<file path="src/design/dmca_pkg.sv">
// shared types and constants for the direct-mapped cache with aging
// no dependencies; imported by every module of the block
package dmca_pkg;

  // fixed field widths
  localparam int KEY_W      = 32;
  localparam int VAL_W      = 32;
  localparam int THR_W      = 16;
  localparam int OCC_W      = 11;
  localparam int CFG_IDX_W  = 2;
  localparam int CFG_DATA_W = 16;

  // parameter defaults
  localparam int DEF_TABLE_SLOTS = 1024;
  localparam int DEF_AGE_BITS    = 16;

  // occupancy limit reset value and occupancy counter saturation point
  localparam logic [OCC_W-1:0] OCC_RESET = OCC_W'(100);
  localparam logic [OCC_W-1:0] OCC_MAX   = '1;

  // remainder unit: quotient estimate, difference, final correction
  localparam int MOD_STEPS = 3;

  // configuration register indexes
  localparam logic [CFG_IDX_W-1:0] CFG_REPLACE_THR = CFG_IDX_W'(0);
  localparam logic [CFG_IDX_W-1:0] CFG_REFRESH_THR = CFG_IDX_W'(1);
  localparam logic [CFG_IDX_W-1:0] CFG_OCC_LIMIT   = CFG_IDX_W'(2);

  // operation codes
  localparam logic OP_LOOKUP = 1'b0;
  localparam logic OP_INSERT = 1'b1;

  // request item
  typedef struct packed {
    logic             op;
    logic [KEY_W-1:0] lookup_key;
    logic [VAL_W-1:0] write_value;
  } req_t;

  // result item
  typedef struct packed {
    logic             hit;
    logic [VAL_W-1:0] read_value;
    logic             stored;
  } rsp_t;

  // controller to datapath commands
  typedef struct packed {
    logic clr_wr;
    logic req_load;
    logic mod_step;
    logic mem_rd;
    logic eval;
  } ctrl_cmd_t;

  // datapath to controller status
  typedef struct packed {
    logic clr_last;
    logic mod_done;
  } ctrl_sts_t;

endpackage

</file>
<file path="src/design/dmca_ctrl.sv">
// controller: clearing pass, request sequencing and output valid
// drives dmca_dp through ctrl_cmd_t; uses dmca_pkg
module dmca_ctrl import dmca_pkg::*; (
  input  logic      clk_i,
  input  logic      rst_ni,
  input  logic      in_valid_i,
  output logic      in_ready_o,
  output logic      out_valid_o,
  input  logic      out_ready_i,
  input  ctrl_sts_t sts_i,
  output ctrl_cmd_t cmd_o
);

  typedef enum logic [1:0] {
    ST_CLEAR,
    ST_IDLE,
    ST_MOD,
    ST_EVAL
  } state_e;

  state_e state_q;
  logic   out_valid_q;
  logic   out_free;

  assign out_free    = !out_valid_q || out_ready_i;
  assign in_ready_o  = (state_q == ST_IDLE);
  assign out_valid_o = out_valid_q;

  // commands per state
  always_comb begin
    cmd_o = '0;
    case (state_q)
      ST_CLEAR: cmd_o.clr_wr   = 1'b1;
      ST_IDLE:  cmd_o.req_load = in_valid_i;
      ST_MOD: begin
        if (sts_i.mod_done) begin
          cmd_o.mem_rd = 1'b1;
        end else begin
          cmd_o.mod_step = 1'b1;
        end
      end
      ST_EVAL:  cmd_o.eval     = out_free;
      default: ;
    endcase
  end

  // state and output valid
  always_ff @(posedge clk_i or negedge rst_ni) begin
    if (!rst_ni) begin
      state_q     <= ST_CLEAR;
      out_valid_q <= 1'b0;
    end else begin
      if (out_valid_q && out_ready_i) begin
        out_valid_q <= 1'b0;
      end
      case (state_q)
        ST_CLEAR: begin
          if (sts_i.clr_last) begin
            state_q <= ST_IDLE;
          end
        end
        ST_IDLE: begin
          if (in_valid_i) begin
            state_q <= ST_MOD;
          end
        end
        ST_MOD: begin
          if (sts_i.mod_done) begin
            state_q <= ST_EVAL;
          end
        end
        ST_EVAL: begin
          if (out_free) begin
            out_valid_q <= 1'b1;
            state_q     <= ST_IDLE;
          end
        end
        default: state_q <= ST_IDLE;
      endcase
    end
  end

  // result register is never overwritten while its item waits
  assert property (@(posedge clk_i) disable iff (!rst_ni)
    cmd_o.eval |-> (!out_valid_q || out_ready_i))
    else $error("result overwritten while stalled");

  // an accepted item goes on to the index step
  assert property (@(posedge clk_i) disable iff (!rst_ni)
    (in_valid_i && in_ready_o) |=> (state_q == ST_MOD))
    else $error("accepted item not sequenced");

  // index ready issues the read and moves to evaluation
  assert property (@(posedge clk_i) disable iff (!rst_ni)
    (state_q == ST_MOD && sts_i.mod_done) |=> (state_q == ST_EVAL))
    else $error("read not followed by evaluation");

  // clearing ends after the last slot
  assert property (@(posedge clk_i) disable iff (!rst_ni)
    (state_q == ST_CLEAR && sts_i.clr_last) |=> (state_q == ST_IDLE && !out_valid_q))
    else $error("clearing pass did not end");

endmodule

</file>
<file path="config.mk">
export PLATFORM = sky130hd
export DESIGN_NAME = dmca_ctrl
export DESIGN_NICKNAME = d
export VERILOG_FILES = /design/src/design/dmca_pkg.sv /design/src/design/dmca_ctrl.sv
export SDC_FILE = /design/constraint.sdc
export NUM_CORES = 1
export LEC_CHECK = 0
export ABC_AREA = 1
export BUFFER_PORTS_ARGS = -buffer_cell sky130_fd_sc_hd__buf_2
export CAP_MARGIN = 30
export CORE_AREA = 2 2 39 41
export CTS_BUF_LIST = sky130_fd_sc_hd__clkbuf_4 sky130_fd_sc_hd__clkbuf_8
export DETAILED_ROUTE_END_ITERATION = 6
export DIE_AREA = 0 0 41 43
export PLACE_DENSITY = 0.44
export SYNTH_ARGS = -nofsm -noshare
export SYNTH_HDL_FRONTEND = slang
export SYNTH_SLANG_ARGS = --single-unit
</file>
<file path="constraint.sdc">
create_clock -name clk_i -period 1.3 [get_ports clk_i]
set_input_delay 0.13 -clock clk_i [delete_from_list [all_inputs] [get_ports clk_i]]
set_output_delay 0.13 -clock clk_i [all_outputs]
set_load 0.02 [all_outputs]
</file>
Word level (Yosys, flattened, before mapping):

Index checks and enable logic that the tools add are counted.
Widths: inputs -> output; s select.

* bits in registers: 3
* input port bits: 6
* output and inout port bits: 7
* logic and storage cells: 28

* equal/unequal tests: 7
* multiplexer cells: 14
* reduce and logical (&&, ||, !) cells: 5

Operators with widths (number)
* $mux 2: 5
* $mux 1: 8
* $ne 2x2->1 const B: 4
* $pmux 2 s4: 1
* $eq 2x2->1 const B: 2
* $reduce_and 4->1: 1
* $eq 2x1->1 const B: 1
* $logic_not 2->1: 1
* $logic_and 1x1->1: 1
* $logic_not 1->1: 1
* $logic_or 1x1->1: 1

Depth between registers and ports, before layout:

Gate-level depths: netlist of the first run.

* word-level depth: 4
* gate-level depth with buffers: 7
* gate-level depth less buffers: 7

Least setup slack after synthesis of the first run:

No wires, ideal clock.

* path type: register -> register
* start point: register state_q[1]
* end point: register state_q[1]
* library setup time: 0.121 ns
* data arrival time: 1.098 ns
* slack: 0.081 ns
* stages on the path, launching flop included: 8
* path buffers: 0
* clock period less this slack: 1.219 ns
* cell sequence: dfrtp_1 -> inv_1 -> ha_1 -> nand2_1 -> nand2_2 -> nor2_4 -> nand2_1 -> nand2_1

* cells in the longest elaborated chain, start to end: 3
* elaborated cells between the ends (all ways): 10

RTL lines
* from (decl): RTL line dmca_ctrl.sv:21 `state_e state_q;`
* from (signal assigned): RTL line dmca_ctrl.sv:50 `state_q <= ST_CLEAR;`
* from (signal assigned): RTL line dmca_ctrl.sv:59 `state_q <= ST_IDLE;`
* from (signal assigned): RTL line dmca_ctrl.sv:64 `state_q <= ST_MOD;`
* $eq 2x1->1 (*)
* named net in_ready_o: RTL line dmca_ctrl.sv:7 `output logic in_ready_o,`
* $ne 2x2->1 (no line)
* $reduce_and 4->1 (no line)

The timed path passes the listed nets; every way through them passes the cells marked *.
A chain may end at the register's enable or synchronous reset.

==> results of run 1 <==
==> worst register-to-register path, cell delays in order, from the launching register on <==
cell and delay, ps:
dfrtp_1 400, inv_2 80, ha_1 210, nand2_1 80
nand2_2 80, o21bai_1 140, nand2_1 70
==> path summary, 6_finish.rpt <==
check	from	end	slack, ps	cells past startpoint
max reg2reg	state_q[0]$_DFFE_PN0P_	state_q[1]$_DFFE_PN0P_	120	6
max in group asynchronous	rst_ni	state_q[1]$_DFFE_PN0P_	950	2
max	state_q[1]$_DFFE_PN0P_	cmd_o[3]	20	5
min	out_ready_i	out_valid_o$_DFF_PN0_	180	4
min in group asynchronous	rst_ni	state_q[0]$_DFFE_PN0P_	230	2
min reg2reg	out_valid_o$_DFF_PN0_	out_valid_o$_DFF_PN0_	550	2
==> cells in the final DEF, fill, tap and decap left out <==
master and count:
buf_2 7, buf_6 2, o21bai_1 2, ha_2 2, dfrtp_2 1, inv_2 5
ha_4 1, nand3_1 1, nand2_2 4, ha_1 2, dlygate4sd3_1 1, buf_4 5
nand2_1 9, clkbuf_4 4, a21oi_2 1, dfrtp_1 2, inv_1 6, nor2_4 1
==> routing by layer <==
layer / vias up / GRT usage (%) / wire (um)
met5: - / 0 / 0
met4: 0 / 8.00 / 0
met3: 0 / 1.57 / 21
met2: 5 / 10.9 / 281
met1: 114 / 6.77 / 201
li1: 142 / - / -
==> what timing repair did <==
action | 4_1_cts | 5_1_grt
gates resized for setup | 5 | 14
endpoints found under the hold margin | 3 | 0
setup endpoints to repair | 3 | 4
buffers inserted | 1 | 1
pin swaps | 0 | 2
hold buffers | 1 | 0
==> cell families after synthesis <==
group	count (synthesis)	synth area share (%)
AND/OR/NAND/NOR	15	26.7
adder cells (fa/ha/maj)	5	23.0
AO/OA/AOI/OAI	3	7.37
flip-flops	3	27.6
buffers and inverters	11	15.2
==> power groups by stage <==
stage | registers (mW) | logic (mW) | clock network [mW]
final | 0.208 | 0.698 | 0.180
after floorplan | 0.202 | 0.413 | 0
after global placement | 0.188 | 0.572 | 0
after CTS | 0.195 | 0.603 | 0.189
after detailed placement | 0.191 | 0.565 | 0
after global routing | 0.220 | 0.777 | 0.204
==> per-stage QoR <==
step | cell area [um^2] | TNS (ps) | hold WS (ps)
after global placement | 352 | 0 | -72.3
after global routing | 452 | -97.9 | 219
after floorplan | 272 | 0 | -166
final | 452 | 0 | 180
after detailed placement | 352 | 0 | -70.9
after CTS | 407 | 0 | 164
==> cell type report <==
class,count,area [um^2]
fill,160,932
multi-input combinational,23,179
clock buffer,4,30.0
inverter,11,41.3
tap,16,20.0
timing repair buffer,15,105
sequential,3,76.3
==> state kept, by name, indices dropped and copies added (netlist names) <==
name,flops
out_valid_o,1
state_q,2
==> flow_metrics.env, run 1 <==
export IMPL_critical_path_buf_inv_count=3
export IMPL_yosys_warnings=0
export IMPL_worstMarginPinSlew_ps=154
export IMPL_die_w_um=41
export IMPL_synthCells=37
export IMPL_synthArstFlopShare_pct=100
export IMPL_synthesis_area_um2=272
export IMPL_routabilityCongestion=0.624
export IMPL_dpl_worst_slack_ps=106
export IMPL_rows=14
export IMPL_num_io_pins=13
export IMPL_portBuffers=12
export IMPL_cp_arrival_ps=1150
export IMPL_p_total_mw=1.09
export IMPL_path_clk_slew_ps=40
export IMPL_overflow=0
export IMPL_drive_above_1_share_pct=58.9
export IMPL_fin_ws_ps=23.8
export IMPL_leakagePower_nw=0.272
export IMPL_via_count=261
export IMPL_initial_utilization_pct=19.6
export IMPL_peakVddDrop_v=0.000677
export IMPL_status="finished clean"
export IMPL_synth_edff_count=0
export IMPL_clkLatencyLatePin_ps=230
export IMPL_die_h_um=43
export IMPL_cts_tree="built"
export IMPL_cts_buffers=3
export IMPL_syn_nets=48
export IMPL_dieArea_mm2=0.00176
export IMPL_dpl_hpwl_um=401
export IMPL_swShare_pct=45.5
export IMPL_maxSlewViolCount=0
export IMPL_powerDensity_mw_per_mm2=2400
export IMPL_synthToLayoutAreaGrowth_pct=66.4
export IMPL_crit_chain="inv_2, ha_2, nand2_1, inv_1, buf_4"
export IMPL_yosys_area_top_type="dfrtp_1"
export IMPL_setup_viol=0
export IMPL_final_nets=68
export IMPL_synthTopCellsByCount="inv_1 (11), nand2_1 (10), ha_1 (5), dfrtp_1 (3), nand2_2 (3)"
export IMPL_clock_sinks=3
export IMPL_synth_area_per_cell_um2=7.34
export IMPL_ant_nets=0
export IMPL_seq_power_share_pct=19.1
export IMPL_diodes=0
export IMPL_drt_vias_per_instance=3.63
export IMPL_netSwitchingPower_mw=0.494
export IMPL_dp_cells=65
export IMPL_grtUsageTotal_pct=7.14
export IMPL_path_delay_family="flip-flops"
export IMPL_drt_first_pass_iters=2
export IMPL_grt_max_degree=5
export IMPL_intPower_mw=0.592
export IMPL_fin_skew_ps=3.10
export IMPL_start_kind="flop"
export IMPL_drv_cap=0
export IMPL_yosys_top_cells_area="dfrtp_1 (28%), ha_1 (23%), inv_1 (15%)"
export IMPL_grt_pass1_wl_um=800
export IMPL_min_period_ps=1280
export IMPL_grt_pass1_vias=238
export IMPL_ys_seq_area_share_pct=27.6
export IMPL_synthMostInstantiatedCell="inv_1"
export IMPL_fin_crit_sh_pct=98.2
export IMPL_critical_path_max_fanout=4
export IMPL_synthFlopType="dfrtp_1"
export IMPL_p_clk_share_pct=16.6
export IMPL_drt_iter0_markers=1
export IMPL_max_freq_mhz=784
export IMPL_routed_wl_um=503
export IMPL_cts_buffer_depth=2
export IMPL_crit_required_ps=1170
export IMPL_power_share_combinational_pct=64.3
export IMPL_rsz0062_at_grt="yes"
export IMPL_utilization_pct=32.6
export IMPL_maxSlewHeadroom_pct=89.7
export IMPL_finalHoldViolations=0
export IMPL_antenna_found_initial=0
export IMPL_path_class="flop to output port"
export IMPL_slowest_stage="dfrtp_2"
export IMPL_hold_path_class="primary input to flop"
export IMPL_synth_top_area_share_pct=27.6
export IMPL_cp_end_kind="output port"
export IMPL_htreeDepth=1
export IMPL_route_detailed_drc=0
export IMPL_synth_seq_cells=3
export IMPL_cpPeakStageDelay_ps=430
export IMPL_stdcell_count=72
export IMPL_avgRoutedWirePerCell_um=6.99
export IMPL_core_mm2=0.00138
export IMPL_synth_cell_types=9
export IMPL_cts_root_buf="clkbuf_4"
Power figures use the tool's default switching activity.
==> inputs of run 2 (changes only) <==
==> constraint.sdc (replaced) <==
create_clock -name clk_i -period 1.3 [get_ports clk_i]
set_input_delay 0.195 -clock clk_i [delete_from_list [all_inputs] [get_ports clk_i]]
set_output_delay 0.195 -clock clk_i [all_outputs]
set_load 0.02 [all_outputs]
==> flow_metrics.env, run 2 (synthesized netlist as in run 1, its figures left out) <==
export IMPL_cts_buffers=3
export IMPL_grt_pass1_vias=232
export IMPL_synthToLayoutAreaGrowth_pct=82.0
export IMPL_setup_viol=4
export IMPL_path_delay_family="flip-flops"
export IMPL_maxSlewViolCount=0
export IMPL_path_class="flop to output port"
export IMPL_via_count=271
export IMPL_fin_skew_ps=2.59
export IMPL_antenna_found_initial=0
export IMPL_drive_above_1_share_pct=61.4
export IMPL_htreeDepth=1
export IMPL_utilization_pct=35.7
export IMPL_drt_iter0_markers=2
export IMPL_diodes=0
export IMPL_nFillCells=153
export IMPL_max_freq_mhz=762
export IMPL_path_clk_slew_ps=40
export IMPL_critical_path_buf_inv_count=3
export IMPL_final_common_cell="nand2_1"
export IMPL_ant_nets=0
export IMPL_hp_start="out_ready_i"
export IMPL_die_w_um=41
export IMPL_cp_arrival_ps=1120
export IMPL_drt_first_pass_iters=3
export IMPL_powerDensity_mw_per_mm2=2430
export IMPL_finalHoldViolations=0
export IMPL_clkLatencyLatePin_ps=230
export IMPL_grt_max_degree=5
export IMPL_dpl_worst_slack_ps=106
export IMPL_route_detailed_drc=0
export IMPL_routed_wl_um=562
export IMPL_clock_sinks=3
export IMPL_dieArea_mm2=0.00176
export IMPL_worstMarginPinSlew_ps=161
export IMPL_overflow=0
export IMPL_r2r_end="state_q[1]$_DFFE_PN0P_"
export IMPL_cpPeakStageDelay_ps=450
export IMPL_min_period_ps=1310
export IMPL_rr_worst_depth=6
export IMPL_cp_end_kind="output port"
export IMPL_cts_buffer_depth=2
export IMPL_num_io_pins=13
export IMPL_whs_endpoint="out_valid_o$_DFF_PN0_"
export IMPL_hold_path_class="primary input to flop"
export IMPL_crit_chain="inv_4, ha_4, nand2_1, inv_1, buf_6"
export IMPL_dpl_hpwl_um=401
export IMPL_cts_tree="built"
export IMPL_fin_ws_ps=-11.5
export IMPL_peakVddDrop_v=0.000648
export IMPL_crit_required_ps=1110
export IMPL_leakagePower_nw=0.288
export IMPL_largest_reg_flops=2
export IMPL_rows=14
export IMPL_drv_cap=0
export IMPL_grt_pass1_wl_um=800
export IMPL_cp_startpoint="state_q[1]$_DFFE_PN0P_"
export IMPL_initial_utilization_pct=19.6
export IMPL_ff2ff_setup_slack_ps=110
export IMPL_min_path_cells=4
export IMPL_drt_vias_per_instance=3.71
export IMPL_top_register="state_q"
export IMPL_status="finished with violations"
export IMPL_avgRoutedWirePerCell_um=7.70
export IMPL_portBuffers=12
export IMPL_routabilityCongestion=0.624
export IMPL_mostFrequentLayoutCells="nand2_1 (9), buf_2 (7), inv_1 (6)"
export IMPL_failed_checks="setup timing"
export IMPL_rsz0062_at_grt="yes"
export IMPL_critical_path_max_fanout=3
export IMPL_grtUsageTotal_pct=7.24
export IMPL_slowest_stage="dfrtp_2"
export IMPL_final_nets=69
export IMPL_die_h_um=43
export IMPL_r2r_start="state_q[0]$_DFFE_PN0P_"
export IMPL_fin_crit_sh_pct=101
export IMPL_core_mm2=0.00138
export IMPL_maxSlewHeadroom_pct=89.2
export IMPL_start_kind="flop"
export IMPL_cts_root_buf="clkbuf_4"
==> run 2: worst max path at each step <==
stage	endpoint	slack, ps	cells after the start
after floorplan	state_q[1]$_DFFE_PN0P_	80	7
after global placement	state_q[0]$_DFFE_PN0P_	110	6
after detailed placement	state_q[1]$_DFFE_PN0P_	110	6
after CTS	cmd_o[0]	-40	4
after global routing	cmd_o[3]	-70	5
final	cmd_o[3]	-10	5
==> run 2: where the power goes <==
part,switching (mW),leakage (nW),total [mW],internal (mW)
combinational,0.415,0.235,0.776,0.360
clock,0.0438,0.0184,0.179,0.136
sequential,0.0944,0.0337,0.246,0.151
total,0.553,0.288,1.20,0.647
==> run 2: worst reg2reg max path: stages, from the launching register on <==
cell and delay (ps):
dfrtp_2 440, inv_4 60, ha_1 210, nand2_1 80, nand2_2 80, o21bai_1 140, nand2_1 70
==> run 2: repair_timing <==
| action | 4_1_cts | 5_1_grt |
|---|---|---|
| buffers inserted | 3 | 0 |
| pin swaps | 1 | 4 |
| endpoints found under the setup margin | 5 | 6 |
| resized for setup | 19 | 7 |
| hold endpoints to repair | 3 | 0 |
| hold buffers | 1 | 0 |
| cloned | 0 | 0 |
==> run 2: final cells by class <==
cell class / instances / area, um^2 / share of cell area, %
tap: 16 / 20.0 / 4.05
clock buffer: 4 / 30.0 / 6.08
sequential: 3 / 77.6 / 15.7
timing repair buffer: 16 / 116 / 23.5
multi-input combinational: 23 / 204 / 41.3
inverter: 11 / 46.3 / 9.37
==> run 2: metrics by stage <==
| stage | instance area, um^2 | hold WS (ps) | total power, mW | setup TNS, ps | cells |
|---|---|---|---|---|---|
| after floorplan | 272 | -101 | 0.615 | 0 | 37 |
| after global routing | 494 | 289 | 1.31 | -292 | 73 |
| after detailed placement | 352 | -5.87 | 0.756 | 0 | 65 |
| final | 494 | 253 | 1.20 | -19.6 | 73 |
| after global placement | 352 | -7.26 | 0.760 | 0 | 65 |
| after CTS | 470 | 240 | 1.14 | -99.3 | 73 |
==> run 2: metal layers <==
metal / up-vias / GRT usage, % / wire [um]
li1: 147 / - / -
met2: 5 / 11.3 / 332
met5: - / 0 / 0
met3: 0 / 1.57 / 21
met4: 0 / 8.00 / 0
met1: 119 / 6.77 / 209
